$ cat src/sv/ctb_pkg.sv
// shared types, codes and helpers for the countdown timer bank
// used by ctb_cell and countdown_timer_bank; no dependencies
package ctb_pkg;

  localparam int NUM_TIMERS_DEF = 8;
  localparam int PERIOD_W       = 32;
  localparam int ID_W           = 3;
  localparam int MASK_W         = 8;
  localparam int CFG_IDX_W      = 2;
  localparam int IDX_W          = 6;   // wide enough for any timer index up to 32

  localparam logic [1:0] ACT_TICK  = 2'd0;
  localparam logic [1:0] ACT_START = 2'd1;
  localparam logic [1:0] ACT_STOP  = 2'd2;

  localparam logic [1:0] KIND_STARTED = 2'd0;
  localparam logic [1:0] KIND_EXPIRED = 2'd1;
  localparam logic [1:0] KIND_STOPPED = 2'd2;

  localparam logic [CFG_IDX_W-1:0] CFG_PERIODIC   = 2'd0;
  localparam logic [CFG_IDX_W-1:0] CFG_START_EN   = 2'd1;
  localparam logic [CFG_IDX_W-1:0] CFG_EXPIRE_EN  = 2'd2;
  localparam logic [CFG_IDX_W-1:0] CFG_STOP_EN    = 2'd3;

  typedef struct packed {
    logic [PERIOD_W-1:0] reload;
    logic [PERIOD_W-1:0] remain;
  } entry_t;

  // mask bits only exist for the first eight timers
  function automatic logic mask_bit(logic [MASK_W-1:0] mask, logic [IDX_W-1:0] idx);
    logic res;
    res = 1'b0;
    if (idx < IDX_W'(MASK_W)) begin
      res = mask[idx[2:0]];
    end
    return res;
  endfunction

endpackage

$ cat src/sv/ctb_cell.sv
// one timer slot of the rotating ring: reload value and countdown
// depends on ctb_pkg
module ctb_cell (
  input  logic            clk,
  input  logic            rst_n,
  input  logic            shift,
  input  ctb_pkg::entry_t shift_in,
  input  logic            load,
  input  ctb_pkg::entry_t load_val,
  output ctb_pkg::entry_t ent
);

  ctb_pkg::entry_t ent_r;
  ctb_pkg::entry_t ent_nxt;

  always_comb begin
    ent_nxt = ent_r;
    if (load) begin
      ent_nxt = load_val;
    end else if (shift) begin
      ent_nxt = shift_in;
    end
  end

  always_ff @(posedge clk) begin
    if (!rst_n) begin
      ent_r <= '0;
    end else begin
      ent_r <= ent_nxt;
    end
  end

  assign ent = ent_r;

endmodule

$ cat src/sv/countdown_timer_bank.sv
// countdown_timer_bank: a bank of NUM_TIMERS countdown timers, a rotating ring of cells
// depends on ctb_pkg and ctb_cell
//
// A start or stop request leaves busy low; its started or stopped event, if enabled,
// shows on the out_ ports in the cycle after the request. A tick request rotates the
// ring of timer cells once, one timer per cycle through a single decrement unit at the
// head, with busy high throughout. Expired events come out in ascending timer order, at
// most one per cycle; each is held back until the next expiring timer passes the head,
// so the final one, flagged by out_last, appears in the same cycle that busy falls.
// out_valid is a one-cycle strobe and the receiver must take every event as it comes.
// Configuration must be written with cfg_we only while the bank is idle; the bank
// itself does not enforce this.
module countdown_timer_bank #(
  parameter int NUM_TIMERS = ctb_pkg::NUM_TIMERS_DEF
) (
  input  logic                           clk,
  input  logic                           rst_n,
  input  logic                           start,
  output logic                           busy,
  input  logic [1:0]                     in_action,
  input  logic [ctb_pkg::ID_W-1:0]       in_timer_id,
  input  logic [ctb_pkg::PERIOD_W-1:0]   in_period,
  output logic                           out_valid,
  output logic [1:0]                     out_event_kind,
  output logic [ctb_pkg::ID_W-1:0]       out_event_timer,
  output logic                           out_last,
  input  logic                           cfg_we,
  input  logic [ctb_pkg::CFG_IDX_W-1:0]  cfg_index,
  input  logic [ctb_pkg::MASK_W-1:0]     cfg_wdata
);

  localparam int CW = (NUM_TIMERS > 1) ? $clog2(NUM_TIMERS) : 1;

  typedef enum logic [1:0] {ST_IDLE, ST_WALK, ST_END} state_t;

  state_t                       state_r, state_nxt;
  logic [CW-1:0]                cnt_r, cnt_nxt;
  logic                         hold_valid_r, hold_valid_nxt;
  logic [ctb_pkg::ID_W-1:0]     hold_timer_r, hold_timer_nxt;
  logic                         out_valid_r, out_valid_nxt;
  logic [1:0]                   out_kind_r, out_kind_nxt;
  logic [ctb_pkg::ID_W-1:0]     out_timer_r, out_timer_nxt;
  logic                         out_last_r, out_last_nxt;
  logic [ctb_pkg::MASK_W-1:0]   periodic_r, start_en_r, expire_en_r, stop_en_r;

  ctb_pkg::entry_t              ent [NUM_TIMERS];
  ctb_pkg::entry_t              head_nxt;
  ctb_pkg::entry_t              load_val;
  logic                         accept;
  logic                         id_ok;
  logic                         do_load;
  logic                         shift;
  logic                         head_expire;
  logic                         head_event;
  logic [ctb_pkg::IDX_W-1:0]    head_idx;
  logic [ctb_pkg::IDX_W-1:0]    req_idx;

  assign accept   = start && (state_r == ST_IDLE);
  assign id_ok    = 32'(in_timer_id) < NUM_TIMERS;
  assign do_load  = accept && id_ok &&
                    (in_action == ctb_pkg::ACT_STOP ||
                     (in_action == ctb_pkg::ACT_START && in_period != '0));
  assign load_val = (in_action == ctb_pkg::ACT_START)
                    ? ctb_pkg::entry_t'{reload: in_period, remain: in_period}
                    : ctb_pkg::entry_t'('0);
  assign shift    = (state_r == ST_WALK);
  assign head_idx = ctb_pkg::IDX_W'(cnt_r);
  assign req_idx  = ctb_pkg::IDX_W'(in_timer_id);

  // head of the ring: decrement, expire and, for periodic timers, reload
  always_comb begin
    head_nxt    = ent[0];
    head_expire = (ent[0].remain == ctb_pkg::PERIOD_W'(1));
    if (head_expire) begin
      head_nxt.remain = ctb_pkg::mask_bit(periodic_r, head_idx) ? ent[0].reload : '0;
    end else if (ent[0].remain != '0) begin
      head_nxt.remain = ent[0].remain - ctb_pkg::PERIOD_W'(1);
    end
    head_event = head_expire && ctb_pkg::mask_bit(expire_en_r, head_idx);
  end

  for (genvar k = 0; k < NUM_TIMERS; k++) begin : g_cell
    ctb_pkg::entry_t sin;
    if (k == NUM_TIMERS - 1) begin : g_tail
      assign sin = head_nxt;
    end else begin : g_mid
      assign sin = ent[k+1];
    end
    ctb_cell u_cell (
      .clk      (clk),
      .rst_n    (rst_n),
      .shift    (shift),
      .shift_in (sin),
      .load     (do_load && (32'(in_timer_id) == k)),
      .load_val (load_val),
      .ent      (ent[k])
    );
  end

  always_comb begin
    state_nxt      = state_r;
    cnt_nxt        = cnt_r;
    hold_valid_nxt = hold_valid_r;
    hold_timer_nxt = hold_timer_r;
    out_valid_nxt  = 1'b0;
    out_kind_nxt   = out_kind_r;
    out_timer_nxt  = out_timer_r;
    out_last_nxt   = out_last_r;
    case (state_r)
      ST_IDLE: begin
        if (accept) begin
          case (in_action)
            ctb_pkg::ACT_TICK: begin
              state_nxt      = ST_WALK;
              cnt_nxt        = '0;
              hold_valid_nxt = 1'b0;
            end
            ctb_pkg::ACT_START: begin
              if (id_ok && in_period != '0 && ctb_pkg::mask_bit(start_en_r, req_idx)) begin
                out_valid_nxt = 1'b1;
                out_kind_nxt  = ctb_pkg::KIND_STARTED;
                out_timer_nxt = in_timer_id;
                out_last_nxt  = 1'b1;
              end
            end
            ctb_pkg::ACT_STOP: begin
              if (id_ok && ctb_pkg::mask_bit(stop_en_r, req_idx)) begin
                out_valid_nxt = 1'b1;
                out_kind_nxt  = ctb_pkg::KIND_STOPPED;
                out_timer_nxt = in_timer_id;
                out_last_nxt  = 1'b1;
              end
            end
            default: begin
            end
          endcase
        end
      end
      ST_WALK: begin
        // an event is held back until the next one arrives so the final one can carry last
        if (head_event) begin
          if (hold_valid_r) begin
            out_valid_nxt = 1'b1;
            out_kind_nxt  = ctb_pkg::KIND_EXPIRED;
            out_timer_nxt = hold_timer_r;
            out_last_nxt  = 1'b0;
          end
          hold_valid_nxt = 1'b1;
          hold_timer_nxt = ctb_pkg::ID_W'(cnt_r);
        end
        if (cnt_r == CW'(NUM_TIMERS - 1)) begin
          state_nxt = ST_END;
        end else begin
          cnt_nxt = cnt_r + CW'(1);
        end
      end
      ST_END: begin
        if (hold_valid_r) begin
          out_valid_nxt = 1'b1;
          out_kind_nxt  = ctb_pkg::KIND_EXPIRED;
          out_timer_nxt = hold_timer_r;
          out_last_nxt  = 1'b1;
        end
        hold_valid_nxt = 1'b0;
        state_nxt      = ST_IDLE;
      end
      default: begin
        state_nxt = ST_IDLE;
      end
    endcase
  end

  always_ff @(posedge clk) begin
    if (!rst_n) begin
      state_r      <= ST_IDLE;
      cnt_r        <= '0;
      hold_valid_r <= 1'b0;
      out_valid_r  <= 1'b0;
    end else begin
      state_r      <= state_nxt;
      cnt_r        <= cnt_nxt;
      hold_valid_r <= hold_valid_nxt;
      out_valid_r  <= out_valid_nxt;
    end
    hold_timer_r <= hold_timer_nxt;
    out_kind_r   <= out_kind_nxt;
    out_timer_r  <= out_timer_nxt;
    out_last_r   <= out_last_nxt;
  end

  always_ff @(posedge clk) begin
    if (!rst_n) begin
      periodic_r  <= '0;
      start_en_r  <= '0;
      expire_en_r <= '0;
      stop_en_r   <= '0;
    end else if (cfg_we) begin
      case (cfg_index)
        ctb_pkg::CFG_PERIODIC:  periodic_r  <= cfg_wdata;
        ctb_pkg::CFG_START_EN:  start_en_r  <= cfg_wdata;
        ctb_pkg::CFG_EXPIRE_EN: expire_en_r <= cfg_wdata;
        ctb_pkg::CFG_STOP_EN:   stop_en_r   <= cfg_wdata;
        default: begin
        end
      endcase
    end
  end

  assign busy            = (state_r != ST_IDLE);
  assign out_valid       = out_valid_r;
  assign out_event_kind  = out_kind_r;
  assign out_event_timer = out_timer_r;
  assign out_last        = out_last_r;

endmodule
$ cat config.mk
export PLATFORM = sky130hd
export DESIGN_NAME = countdown_timer_bank
export DESIGN_NICKNAME = d
export VERILOG_FILES = /design/src/sv/ctb_pkg.sv /design/src/sv/ctb_cell.sv /design/src/sv/countdown_timer_bank.sv
export SDC_FILE = /design/constraint.sdc
export NUM_CORES = 1
export LEC_CHECK = 0
export BUFFER_PORTS_ARGS = -buffer_cell sky130_fd_sc_hd__clkbuf_2
export CELL_PAD_IN_SITES_DETAIL_PLACEMENT = 0
export CELL_PAD_IN_SITES_GLOBAL_PLACEMENT = 1
export CORE_MARGIN = 1
export CORE_UTILIZATION = 47
export CTS_BUF_LIST = sky130_fd_sc_hd__clkbuf_4 sky130_fd_sc_hd__clkbuf_8
export DETAILED_ROUTE_END_ITERATION = 8
export PLACE_DENSITY_LB_ADDON = 0.05
export SLEW_MARGIN = 20
export SYNTH_ARGS = -nofsm -noshare
export SYNTH_HDL_FRONTEND = slang
export SYNTH_SLANG_ARGS = --single-unit
export TNS_END_PERCENT = 1
$ cat constraint.sdc
create_clock -name clk -period 3.5 [get_ports clk]
set_input_delay 0.525 -clock clk [delete_from_list [all_inputs] [get_ports clk]]
set_output_delay 0.525 -clock clk [all_outputs]
set_load 0.02 [all_outputs]
# == Word level (Yosys, flattened, before mapping) ==
# Index checks and enable logic that the tools add are counted.
# classes
n_mux,80
magnitude_cmp,4
add_sub_neg,2
n_eq_ne,26
reduce_logical,41
# ops
cell,count
$mux W64,17
$mux W32,3
$reduce_bool A32 Y1,2
$eq A32 B1 Y1 const B,1
$sub A32 B1 Y32 const B,1
$mux W1,29
$mux W3,8
$reduce_bool A2 Y1,10
$lt A3 B4 Y1 const B,4
$mux W2,8
$eq A3 B3 Y1 const B,5
$logic_and A1 B1 Y1,13
$bmux W1 S3,4
$ne A2 B2 Y1 const B,6
$pmux W3 S2,2
$reduce_and A2 Y1,5
$pmux W1 S3,3
$pmux W3 S3,1
$eq A2 B2 Y1 const B,4
$pmux W2 S2,2
$reduce_and A4 Y1,2
$reduce_and A8 Y1,1
$eq A2 B1 Y1 const B,3
$eq A3 B2 Y1 const B,2
13 further kinds,17
# word_totals
elab_cells,181
reg_bits,560
out_inout_bits,8
in_bits,51

# == Depth between registers and ports, before layout ==
# Gate-level depths: netlist of the first run.
# depth
word_depth,11
ltp_mapped,10
mapped_depth_nobuf,9

# == By module ==
# A second synthesis of the first run with hierarchy kept.
# hier_totals
hier_cells,2728
hier_area_um2,31796.7
# modules_own_cells
module,n_inst,area_per_inst_um2,cells_each,seq_area_each_um2
ctb_cell,8,3499.6,284,1281.2
countdown_timer_bank,1,3799.9,456,1051.0

# == Worst setup path after synthesis of the first run ==
# OpenSTA, ideal clock, no wires.
# synth_timing
path_kind,register -> register
from,register g_cell[0].u_cell.ent_r (netlist bit g_cell[0].u_cell.ent[16])
to,"register out_kind_r[0], in the netlist out_event_kind[0] (enable)"
path_stages_with_launch,8
n_path_buf,0
t_required_ns,3.150
t_arrival_ns,2.431
setup_slack_ns,0.719
setup_time_ns,0.350
period_less_slack_ns,2.781
path_cell_list,dfxtp_1 -> or4_4 -> nor4_2 -> nand4_1 -> nor2_1 -> nor2_1 -> a211oi_1 -> a21boi_1
# synth_between
elab_chain_cells,4
# synth_rtl
element,line,text
from (decl),ctb_cell.sv:13,ctb_pkg::entry_t ent_r;
from (signal assigned),ctb_cell.sv:29,ent_r <= ent_nxt;
$eq A32 B1 Y1,countdown_timer_bank.sv:73,head_expire = (ent[0].remain == ctb_pkg::PERIOD_W'(1));
$logic_and A1 B1 Y1,countdown_timer_bank.sv:79,"head_event = head_expire && ctb_pkg::mask_bit(expire_en_r, head_idx);"
$ne A2 B2 Y1 (no source line),n/a,
$reduce_and A6 Y1 (no source line),n/a,
to (signal assigned),countdown_timer_bank.sv:186,out_kind_r <= out_kind_nxt;
to (decl),countdown_timer_bank.sv:41,"logic [1:0] out_kind_r, out_kind_nxt;"
# No other way between the ends.
# A chain may end at the register's enable or synchronous reset.

# == Final worst setup path of the first run ==
# layout_timing
from,register g_cell[0].u_cell.ent_r (netlist bit g_cell[0].u_cell.ent[16])
to,register out_timer_r (netlist bit out_event_timer[1]) (enable)
# layout_between
elab_chain_cells,4
# layout_rtl
element,line,text
$eq A32 B1 Y1,countdown_timer_bank.sv:73,
$logic_and A1 B1 Y1,countdown_timer_bank.sv:79,
$ne A2 B2 Y1 (no source line),n/a,
$reduce_and A6 Y1 (no source line),n/a,
to (signal assigned),countdown_timer_bank.sv:187,out_timer_r <= out_timer_nxt;
to (decl),countdown_timer_bank.sv:42,"logic [ctb_pkg::ID_W-1:0] out_timer_r, out_timer_nxt;"
# No other way between the ends.

==> results of run 1 <==
-- routing by layer --
layer	track usage (%)	share of wire, %	vias to the layer above
li1	-	-	8734
met1	38.1	46	9286
met2	45.2	47	494
met3	4.71	4.8	130
met4	9.37	2.6	0
met5	0	0	-
-- stage by stage --
stage	instance area, um^2	total power [W]	std cells	setup WS [ns]	hold WS [ns]
finish	26800	0.0148	3038	0.499	0.165
global route	26800	0.0153	3038	0.274	0.131
CTS	26800	0.0149	3038	0.471	0.123
detailed placement	24900	0.00882	2871	0.291	0.484
global placement	24900	0.00881	2871	0.342	0.478
floorplan	23600	0.00826	2294	0.719	0.435
-- cell type report --
class	count	area share (%)
clock buffer	149	7.03
sequential	560	42.1
clock inverter	18	0.378
multi-input combinational	1490	42.7
inverter	11	0.154
tap	664	3.10
timing repair buffer	146	4.58
-- registers in the layout, indices dropped and copies added (netlist names), 3 cells and up --
name / flops
expire_en_r: 8
hold_timer_r: 3
start_en_r: 8
g_cell.u_cell.ent: 512
cnt_r: 3
periodic_r: 8
stop_en_r: 8
out_event_timer: 3
-- worst reg2reg max path: stages, from the launching register on --
cell,delay [ns]
dfxtp_1,0.37
or4_4,0.60
nor4_2,0.29
nand4_1,0.33
nor2_1,0.23
nor2_1,0.06
a211oi_1,0.29
a21boi_1,0.47
-- kinds of logic (layout without fill, tap and decap cells) --
| group | Yosys count | after routing | synth area share, % |
|---|---|---|---|
| adders and majority gates | 12 | 12 | 0.638 |
| and+or+nand+nor | 308 | 308 | 6.78 |
| muxes | 533 | 533 | 23.1 |
| xor gates and xnor gates | 19 | 19 | 0.707 |
| DFF | 560 | 560 | 48.0 |
| AOI/OAI and AO/OA | 618 | 618 | 16.9 |
| buffers and inverters | 244 | 324 | 3.92 |
-- path summary, 6_finish.rpt --
path | start | end | slack [ns] | cells after the start
hold / removal | cfg_wdata[2] | expire_en_r[2]$_SDFFE_PN0P_ | 0.16 | 3
setup / recovery | g_cell[0].u_cell.ent[16]$_SDFFE_PN0P_ | out_event_timer[1]$_DFFE_PP_ | 0.50 | 7
setup reg to reg | g_cell[0].u_cell.ent[16]$_SDFFE_PN0P_ | out_event_timer[1]$_DFFE_PP_ | 0.50 | 7
hold reg to reg | g_cell[0].u_cell.ent[44]$_SDFFE_PN0P_ | g_cell[7].u_cell.ent[12]$_SDFFE_PN0P_ | 0.49 | 2
-- cells in the mapped netlist (all sizes together) (4+ instances only) --
cell type	instances	area share [%]
o31ai	6	0.19
a31oi	8	0.21
a211oi	11	0.37
inv	11	0.18
o211a	5	0.21
xnor2	10	0.37
o211ai	6	0.19
nand4	7	0.19
ha	12	0.64
o21bai	5	0.16
mux2	5	0.25
mux4	8	0.77
nand2	75	1.2
clkbuf	198	3.2
o32a	5	0.21
or4	8	0.29
nor2b	36	0.96
nor4	17	0.48
and3	36	0.96
and2	5	0.13
buf	35	0.58
xor2	9	0.33
nand2b	4	0.11
a21oi	28	0.59
a21boi	4	0.13
o21ai	34	0.72
edfxtp	9	1.1
dfxtp	551	47
nor2	63	1.0
nand3	18	0.38
mux2i	520	22
o21a	29	0.92
nor3	18	0.43
o22ai	463	12
or3	6	0.16
-- power by group --
group	internal [W]	switching, W
combinational	0.000844	0.00125
sequential	0.00653	0.0000838
clock	0.00341	0.00268
total	0.0108	0.00401
-- cell usage in the layout, fill, tap and decap left out, types with 9 or more instances in the layout --
cell type / instances
a211oi_1: 10
a21oi_1: 28
and3_1: 36
buf_12: 22
buf_4: 67
clkbuf_2: 57
clkbuf_4: 26
clkbuf_8: 123
clkinv_2: 14
dfxtp_1: 551
edfxtp_1: 9
ha_1: 11
inv_1: 11
mux2i_1: 520
nand2_1: 67
nand3_1: 13
nor2_1: 63
nor2b_1: 36
nor3_1: 17
nor4_1: 16
o21a_1: 29
o21ai_0: 33
o22ai_1: 463
xnor2_1: 10
xor2_1: 9
==> run_results.csv, run 1 <==
group,metric,value,unit
worst_setup_path,crit_type,"flop to flop",
run,max_cap_violations,0,
floorplan,die_w,226,um
finish,register_area,11300,um^2
route,antenna_left,0,
synthesis,syn-num-nets,2357,
route,vias_per_cell,6.14,
worst_setup_path,cp_cell_sequence,"or4_4 -> nor4_2 -> nand4_1 -> nor2_1 -> nor2_1 -> a211oi_1 -> a21boi_1",
clock_network,post_cts_resized,0,
worst_setup_path,timing.critical_path.buf_inv,0,
clock_network,cts.clk_slew.worst_paths,0.06,ns
clock_network,postCtsSetupBuffers,0,
worst_setup_path,start_kind,"flop",
placement,hpwlAfterDp,42100,um
global_routing,grt_pass1_wl,110000,um
finish,multiInputGateArea,11500,um^2
power_and_ir_drop,ir_drop,0.000366,V
global_routing,track_usage,28.1,%
timing,slew_violations,0,
worst_setup_path,crit_fanout,7,
timing,finalSetupViolCount,0,
synthesis,ys.flop_type,"dfxtp_1",
timing,fin_crit_sh,85.7,%
worst_setup_path,cpMostUsedCell,"nor2_1",
timing,slew_headroom,25.4,%
synthesis,ys_types,63,
worst_setup_path,endpoint_kind,"flop",
timing,tns,0,ns
finish,utilization,54.6,%
clock_network,cts_hold_buf,0,
floorplan,die_h,226,um
worst_setup_path,cp.required,3.83,ns
clock_network,cts_buffers,94,
clock_network,worst_skew_pair.late_latency,0.70,ns
route,drt_iter0_drc,1333,
finish,antenna_cells,0,
synthesis,netlist_area,23600,um^2
worst_setup_path,cp.arrival,3.33,ns
worst_setup_path,cpLargestDelayFamily,"simple AND/OR/NAND/NOR gates",
clock_network,cts_tree,"yes",
placement,port_buffers,58,
floorplan,core,49200,um^2
floorplan,ios,59,
route,route.detailed.drc,0,
synthesis,ys_seq_elements,560,
finish,nFillCells,4446,
worst_setup_path,slowest_stage,"or4_4",
synthesis,synth_warnings,0,
timing,max_freq,333,MHz
hold_path,hold_class,"input pin to flop",
power_and_ir_drop,cellPowerDensity,551,nW/um^2
synthesis,avgSynthCellArea,10.3,um^2
synthesis,ys_async_sr_fraction,0,%
clock_network,cts-root-buf,"clkbuf_8",
synthesis,syn_inst,2294,
clock_network,htree_levels,3,
route,firstDrtPassIters,5,
route,drt-total-wl,71900,um
floorplan,die-area,51000,um^2
synthesis,synth_edf_count,9,
placement,place_congestion,0.854,
timing,rsz0062_at_grt,"no",
worst_setup_path,cpPeakStageDelay,0.60,ns
finish,drive_gt1_share,14.9,%
clock_network,ctsLongestPathBuffers,3,
global_routing,grt_pass1_vias,18285,
synthesis,ys_seq_area_share,48.0,%
global_routing,grt_overflow_total,0,
finish,syn2layout_area_growth,14.0,%
timing,finalClockSkew,0.0383,ns
global_routing,antenna_found_initial,0,
status,status,"complete, no violations",
floorplan,initial_utilization,47.9,%
finish,nets,2366,
timing,post-route-min-period,3.00,ns
clock_network,clock_sinks,560,
timing,worst_slew_pin_slew,1.12,ns
route,vias,18644,
power_and_ir_drop,leakage,9.30,nW
timing,hold_violations,0,
route,wire_per_inst,23.7,um
floorplan,num_rows,81,
global_routing,grt_start_max_net_pins,156,
No activity file was read; power rests on OpenSTA's default activity.
==> run 2: changes to the inputs <==
==> constraint.sdc (replaced) <==
create_clock -name clk -period 3.5 [get_ports clk]
set_input_delay 0.35 -clock clk [delete_from_list [all_inputs] [get_ports clk]]
set_output_delay 0.35 -clock clk [all_outputs]
set_load 0.02 [all_outputs]
==> run 2 against run 1 <==
Against the previous run: worst setup slack lost 0.28 ns; worst hold slack lost 0.12 ns; power grew 0.42%; cell count is essentially flat; clock power grew 2%; largest cell class unchanged; highest routed layer unchanged; die area is the same; fmax shrank 8.4%; design area grew 0.14%; clock skew shrank 0.0097 ns; first-iteration DRC count shrank 18%; critical path type is now input pin to flop.
==> run_results.csv, run 2 (synthesized netlist as in run 1, its figures left out) <==
group,metric,value,unit
floorplan,die_w,226,um
timing,rsz0062_at_grt,"no",
route,vias_per_cell,6.08,
placement,place_congestion,0.797,
timing,slew_headroom,26.0,%
finish,syn2layout_area_growth,14.1,%
global_routing,grt_start_max_net_pins,106,
placement,port_buffers,58,
global_routing,grt_overflow_total,0,
route,route.detailed.drc,0,
run,max_cap_violations,0,
finish,layout_common_cells,"551 x dfxtp_1, 520 x mux2i_1, 463 x o22ai_1",
floorplan,num_rows,81,
route,drt_iter0_drc,1095,
worst_setup_path,start_kind,"input pin",
clock_network,clock_sinks,560,
global_routing,antenna_found_initial,0,
finish,drive_gt1_share,14.3,%
worst_setup_path,r2r_setup_slack,0.30,ns
hold_path,holdPathEnd,"g_cell[7].u_cell.ent[56]$_SDFFE_PN0P_",
finish,final_common_cell,"dfxtp_1",
timing,worst_slew_pin_slew,1.11,ns
route,drt-total-wl,70600,um
worst_setup_path,cp.required,4.02,ns
worst_setup_path,cp.arrival,3.80,ns
floorplan,initial_utilization,47.9,%
power_and_ir_drop,ir_drop,0.000328,V
clock_network,cts_buffers,95,
floorplan,die_h,226,um
timing,post-route-min-period,3.28,ns
finish,largest_reg_flops,512,
worst_setup_path,r2r-end,"out_event_timer[1]$_DFFE_PP_",
timing,finalClockSkew,0.0286,ns
clock_network,worst_skew_pair.late_latency,0.70,ns
worst_setup_path,endpoint_kind,"flop",
clock_network,cts.clk_slew.worst_paths,0.06,ns
floorplan,die-area,51000,um^2
hold_path,hold_depth,3,
worst_setup_path,crit_type,"input pin to flop",
route,antenna_left,0,
hold_path,worstHoldStart,"in_period[24]",
global_routing,grt_pass1_wl,108000,um
timing,fin_crit_sh,93.6,%
placement,hpwlAfterDp,40900,um
global_routing,track_usage,27.6,%
hold_path,hold_class,"input pin to flop",
route,wire_per_inst,23.2,um
clock_network,htree_levels,3,
worst_setup_path,r2r-start,"g_cell[0].u_cell.ent[16]$_SDFFE_PN0P_",
worst_setup_path,crit_fanout,37,
power_and_ir_drop,p_total,0.0149,W
global_routing,grt_pass1_vias,18276,
route,firstDrtPassIters,5,
floorplan,core,49200,um^2
clock_network,cts-root-buf,"clkbuf_8",
timing,finalSetupViolCount,0,
worst_setup_path,reg2reg_depth,7,
finish,nets,2369,
finish,antenna_cells,0,
floorplan,ios,59,
clock_network,ctsLongestPathBuffers,3,
power_and_ir_drop,cellPowerDensity,553,nW/um^2
clock_network,post_cts_resized,0,
power_and_ir_drop,leakage,9.30,nW
route,vias,18497,
clock_network,cts_tree,"yes",
timing,slew_violations,0,
timing,max_freq,305,MHz
timing,tns,0,ns
status,status,"complete, no violations",
timing,hold_violations,0,
-- run 2: changes by cell type in the layout (fill, tap and decap cells not counted) --
cell and change:
clkbuf_8 +1, clkinvlp_4 -1, clkbuf_4 +3, dlygate4sd3_1 +16, bufinv_16 +1, buf_4 -9
clkinv_2 -3, buf_12 -5
-- run 2: repair_timing --
action                    in CTS  in global routing
hold buffers                  16                  0
hold endpoints to repair      39                  0
setup buffers                  0                  0
-- run 2: how the worst max path moves through the flow --
stage | from | to | slack [ns]
6_report | in_period[23] | g_cell[1].u_cell.ent[42]$_SDFFE_PN0P_ | 0.22
5_1_grt | g_cell[0].u_cell.ent[16]$_SDFFE_PN0P_ | out_event_timer[1]$_DFFE_PP_ | 0.08
4_1_cts | in_period[23] | g_cell[3].u_cell.ent[51]$_SDFFE_PN0P_ | 0.28
3_5_place_dp | in_period[23] | g_cell[3].u_cell.ent[0]$_SDFFE_PN0P_ | 0.09
3_3_place_gp | in_period[17] | g_cell[1].u_cell.ent[10]$_SDFFE_PN0P_ | 0.15
2_1_floorplan | g_cell[0].u_cell.ent[16]$_SDFFE_PN0P_ | out_event_kind[0]$_DFFE_PP_ | 0.72
-- run 2: worst max-delay path: stages --
cell and delay, ns:
dlygate4sd3_1 0.53, clkbuf_2 0.12, nor4_1 0.05, buf_4 0.14, nand4_1 0.28, nor2_1 0.11
o21bai_1 0.87, nand4b_1 0.45, nand2_4 0.18, buf_4 0.51, o22ai_1 0.17
-- run 2: cell type report --
| type | count | area (um^2) |
|---|---|---|
| well taps | 664 | 831 |
| clock buffers | 153 | 1920 |
| fillers | 4414 | 22300 |
| multi-input cells | 1490 | 11500 |
| flip-flops and latches | 560 | 11300 |
| repair buffers | 148 | 1220 |
| clock inverters | 15 | 109 |
| inverters | 11 | 41.3 |
-- run 2: per-layer routing --
layer,GRT usage [%],up-vias,part of all wire (%)
met4,9.13,0,2.6
met5,0,-,0
li1,-,8753,-
met2,45.5,499,47
met1,36.7,9109,45
met3,4.51,136,5.0
-- run 2: per-stage QoR --
stage	instances	setup slack (ns)	hold slack [ns]	area, um^2	util [%]
detailed placement	2857	0.0864	0.477	24700	50.2
global route	3041	0.0811	0.0333	26900	54.7
finish	3041	0.223	0.0432	26900	54.7
floorplan	2294	0.719	0.435	23600	-
global placement	2857	0.155	0.473	24700	50.2
CTS	3041	0.278	0.000454	26900	54.7
-- run 2: power by group --
part / internal, W / switching [W] / leakage [nW]
Sequential: 0.00653 / 0.0000759 / 4.53
Clock: 0.00354 / 0.00266 / 1.09
Combinational: 0.000826 / 0.00123 / 3.68
Total: 0.0109 / 0.00396 / 9.30
==> run 3: changes to the inputs <==
--- a/config.mk
+++ b/config.mk
@@ -6,10 +6,10 @@
 export NUM_CORES = 1
 export LEC_CHECK = 0
 export BUFFER_PORTS_ARGS = -buffer_cell sky130_fd_sc_hd__clkbuf_2
-export CELL_PAD_IN_SITES_DETAIL_PLACEMENT = 0
-export CELL_PAD_IN_SITES_GLOBAL_PLACEMENT = 1
+export CELL_PAD_IN_SITES_DETAIL_PLACEMENT = 1
+export CELL_PAD_IN_SITES_GLOBAL_PLACEMENT = 2
 export CORE_MARGIN = 1
-export CORE_UTILIZATION = 47
+export CORE_UTILIZATION = 43
 export CTS_BUF_LIST = sky130_fd_sc_hd__clkbuf_4 sky130_fd_sc_hd__clkbuf_8
 export DETAILED_ROUTE_END_ITERATION = 8
 export PLACE_DENSITY_LB_ADDON = 0.05
==> run 3 against run 2 <==
Against the previous run: worst hold slack got worse by 0.0010 ns; sequential share of layout area fell by 0.34 points; via count rose by 1.7%; clock skew fell by 0.0078 ns; cell count rose by 1.6%; largest power group unchanged; critical path depth fell by 3; critical endpoint is now out_event_kind[1]$_SDFFCE_PN0P_; die area rose by 9.2%.
==> run_results.csv, run 3 (synthesized netlist as in run 1, its figures left out) <==
group,metric,value,unit
run,max_cap_violations,0,
worst_setup_path,cp.required,3.84,ns
worst_setup_path,crit_type,"flop to flop",
finish,final_common_cell,"dfxtp_1",
worst_setup_path,endpoint_kind,"flop",
clock_network,cts_buffers,96,
clock_network,clock_sinks,560,
finish,instances_no_fill,3091,
hold_path,holdPathEnd,"g_cell[7].u_cell.ent[8]$_SDFFE_PN0P_",
power_and_ir_drop,leakage,9.39,nW
route,vias_per_cell,6.09,
global_routing,track_usage,27.7,%
finish,nets,2389,
finish,largest_reg_flops,512,
hold_path,worstHoldStart,"in_period[8]",
worst_setup_path,cp.arrival,3.54,ns
finish,drive_gt1_share,14.9,%
floorplan,die_h,236,um
global_routing,grt_overflow_total,0,
power_and_ir_drop,p_sw_share,27.3,%
route,wire_per_inst,25.1,um
status,status,"complete, no violations",
timing,tns,0,ns
power_and_ir_drop,combPwrFrac,14.2,%
clock_network,ctsLongestPathBuffers,3,
worst_setup_path,start_kind,"flop",
global_routing,antenna_found_initial,4,
placement,port_buffers,58,
hold_path,hold_depth,3,
hold_path,hold_class,"input pin to flop",
route,vias,18812,
power_and_ir_drop,ir_drop,0.000361,V
power_and_ir_drop,switching_power,0.00409,W
route,drt_iter0_drc,897,
worst_setup_path,crit_fanout,6,
global_routing,grt_start_max_net_pins,71,
timing,slew_headroom,42.3,%
global_routing,grt_pass1_wl,120000,um
power_and_ir_drop,p_int,0.0109,W
power_and_ir_drop,cellPowerDensity,553,nW/um^2
clock_network,cts.clk_slew.worst_paths,0.06,ns
clock_network,cts_tree,"yes",
timing,finalClockSkew,0.0207,ns
clock_network,post_cts_resized,0,
timing,finalSetupViolCount,0,
route,antenna_left,0,
floorplan,die_w,236,um
timing,max_freq,312,MHz
timing,rsz0062_at_grt,"no",
timing,fin_crit_sh,91.5,%
placement,hpwlAfterDp,46700,um
clock_network,worst_skew_pair.late_latency,0.71,ns
route,route.detailed.drc,0,
placement,place_congestion,0.808,
finish,layout_common_cells,"551 x dfxtp_1, 520 x mux2i_1, 463 x o22ai_1",
placement,dp_cells,2908,
floorplan,ios,59,
finish,nFillCells,5804,
clock_network,cts-root-buf,"clkbuf_8",
clock_network,htree_levels,3,
finish,register_area,11300,um^2
route,drt-total-wl,77500,um
floorplan,num_rows,85,
route,firstDrtPassIters,4,
floorplan,initial_utilization,43.7,%
floorplan,die-area,55700,um^2
finish,syn2layout_area_growth,15.1,%
worst_setup_path,r2r-start,"g_cell[0].u_cell.ent[11]$_SDFFE_PN0P_",
timing,slew_violations,0,
worst_setup_path,critPathLaunch,"g_cell[0].u_cell.ent[11]$_SDFFE_PN0P_",
worst_setup_path,reg2reg_depth,8,
worst_setup_path,r2r-end,"out_event_kind[1]$_SDFFCE_PN0P_",
finish,multiInputGateArea,11500,um^2
power_and_ir_drop,clockPowerShare,41.7,%
timing,hold_violations,0,
timing,worst_slew_pin_slew,0.866,ns
floorplan,core,53900,um^2
power_and_ir_drop,power_frac_seq,44.2,%
global_routing,grt_pass1_vias,19660,
worst_setup_path,r2r_setup_slack,0.30,ns
timing,post-route-min-period,3.20,ns
## run 3: metal layers
layer | up-vias | wire length [um] | track usage, % | share of wire, %
met5 | - | 0 | 0 | 0
met4 | 0 | 1310 | 7.35 | 1.7
met3 | 98 | 2160 | 3.73 | 2.8
met2 | 277 | 37200 | 46.2 | 48
met1 | 9671 | 36900 | 37.5 | 48
li1 | 8766 | - | - | -
## run 3: power by group through the flow
stage	sequential [W]	clock (W)	combinational (W)
floorplan	0.00673	0	0.00153
global placement	0.00676	0	0.00208
detailed placement	0.00676	0	0.00210
CTS	0.00662	0.00637	0.00212
global route	0.00663	0.00668	0.00224
finish	0.00662	0.00625	0.00213
## run 3: how the worst max path moves through the flow
| stage | end | slack [ns] |
|---|---|---|
| 2_1_floorplan | out_event_kind[0]$_DFFE_PP_ | 0.72 |
| 3_3_place_gp | out_event_timer[1]$_DFFE_PP_ | 0.43 |
| 3_5_place_dp | out_event_timer[1]$_DFFE_PP_ | 0.36 |
| 4_1_cts | out_event_kind[1]$_SDFFCE_PN0P_ | 0.32 |
| 5_1_grt | out_event_kind[1]$_SDFFCE_PN0P_ | 0.14 |
| 6_report | out_event_kind[1]$_SDFFCE_PN0P_ | 0.30 |
## run 3: worst max-delay path, cell delays in order (launching register included)
cell and delay, ns:
dfxtp_1 0.36, or4_1 0.68, nor4_2 0.27, nand4_1 0.28, buf_4 0.23, nor2_1 0.14, nor2_1 0.06, a211oi_1 0.32
a21boi_1 0.50
## run 3: through the flow
step / utilization, % / power, W / instance area [um^2] / hold WS [ns] / setup WS [ns]
2_1_floorplan: - / 0.00826 / 23600 / 0.435 / 0.719
3_3_place_gp: 46.2 / 0.00884 / 24900 / 0.467 / 0.433
3_5_place_dp: 46.2 / 0.00886 / 24900 / 0.477 / 0.359
4_1_cts: 50.2 / 0.0151 / 27100 / 0.00320 / 0.325
5_1_grt: 50.3 / 0.0156 / 27100 / 0.0299 / 0.143
6_report: 50.3 / 0.0150 / 27100 / 0.0422 / 0.298
## run 3: timing repair
item / 4_1_cts / 5_1_grt
hold endpoints to repair: 40 / 0
buffers inserted: 0 / 0
hold buffers: 16 / 0
## run 3: final cells by class
cell class / instances / share of cell area [%]
antenna: 2 / 0.0185
clock buffer: 153 / 7.22
clock inverter: 12 / 0.300
inverter: 11 / 0.152
multi-input combinational: 1490 / 42.3
sequential: 560 / 41.7
tap: 696 / 3.21
timing repair buffer: 167 / 5.12
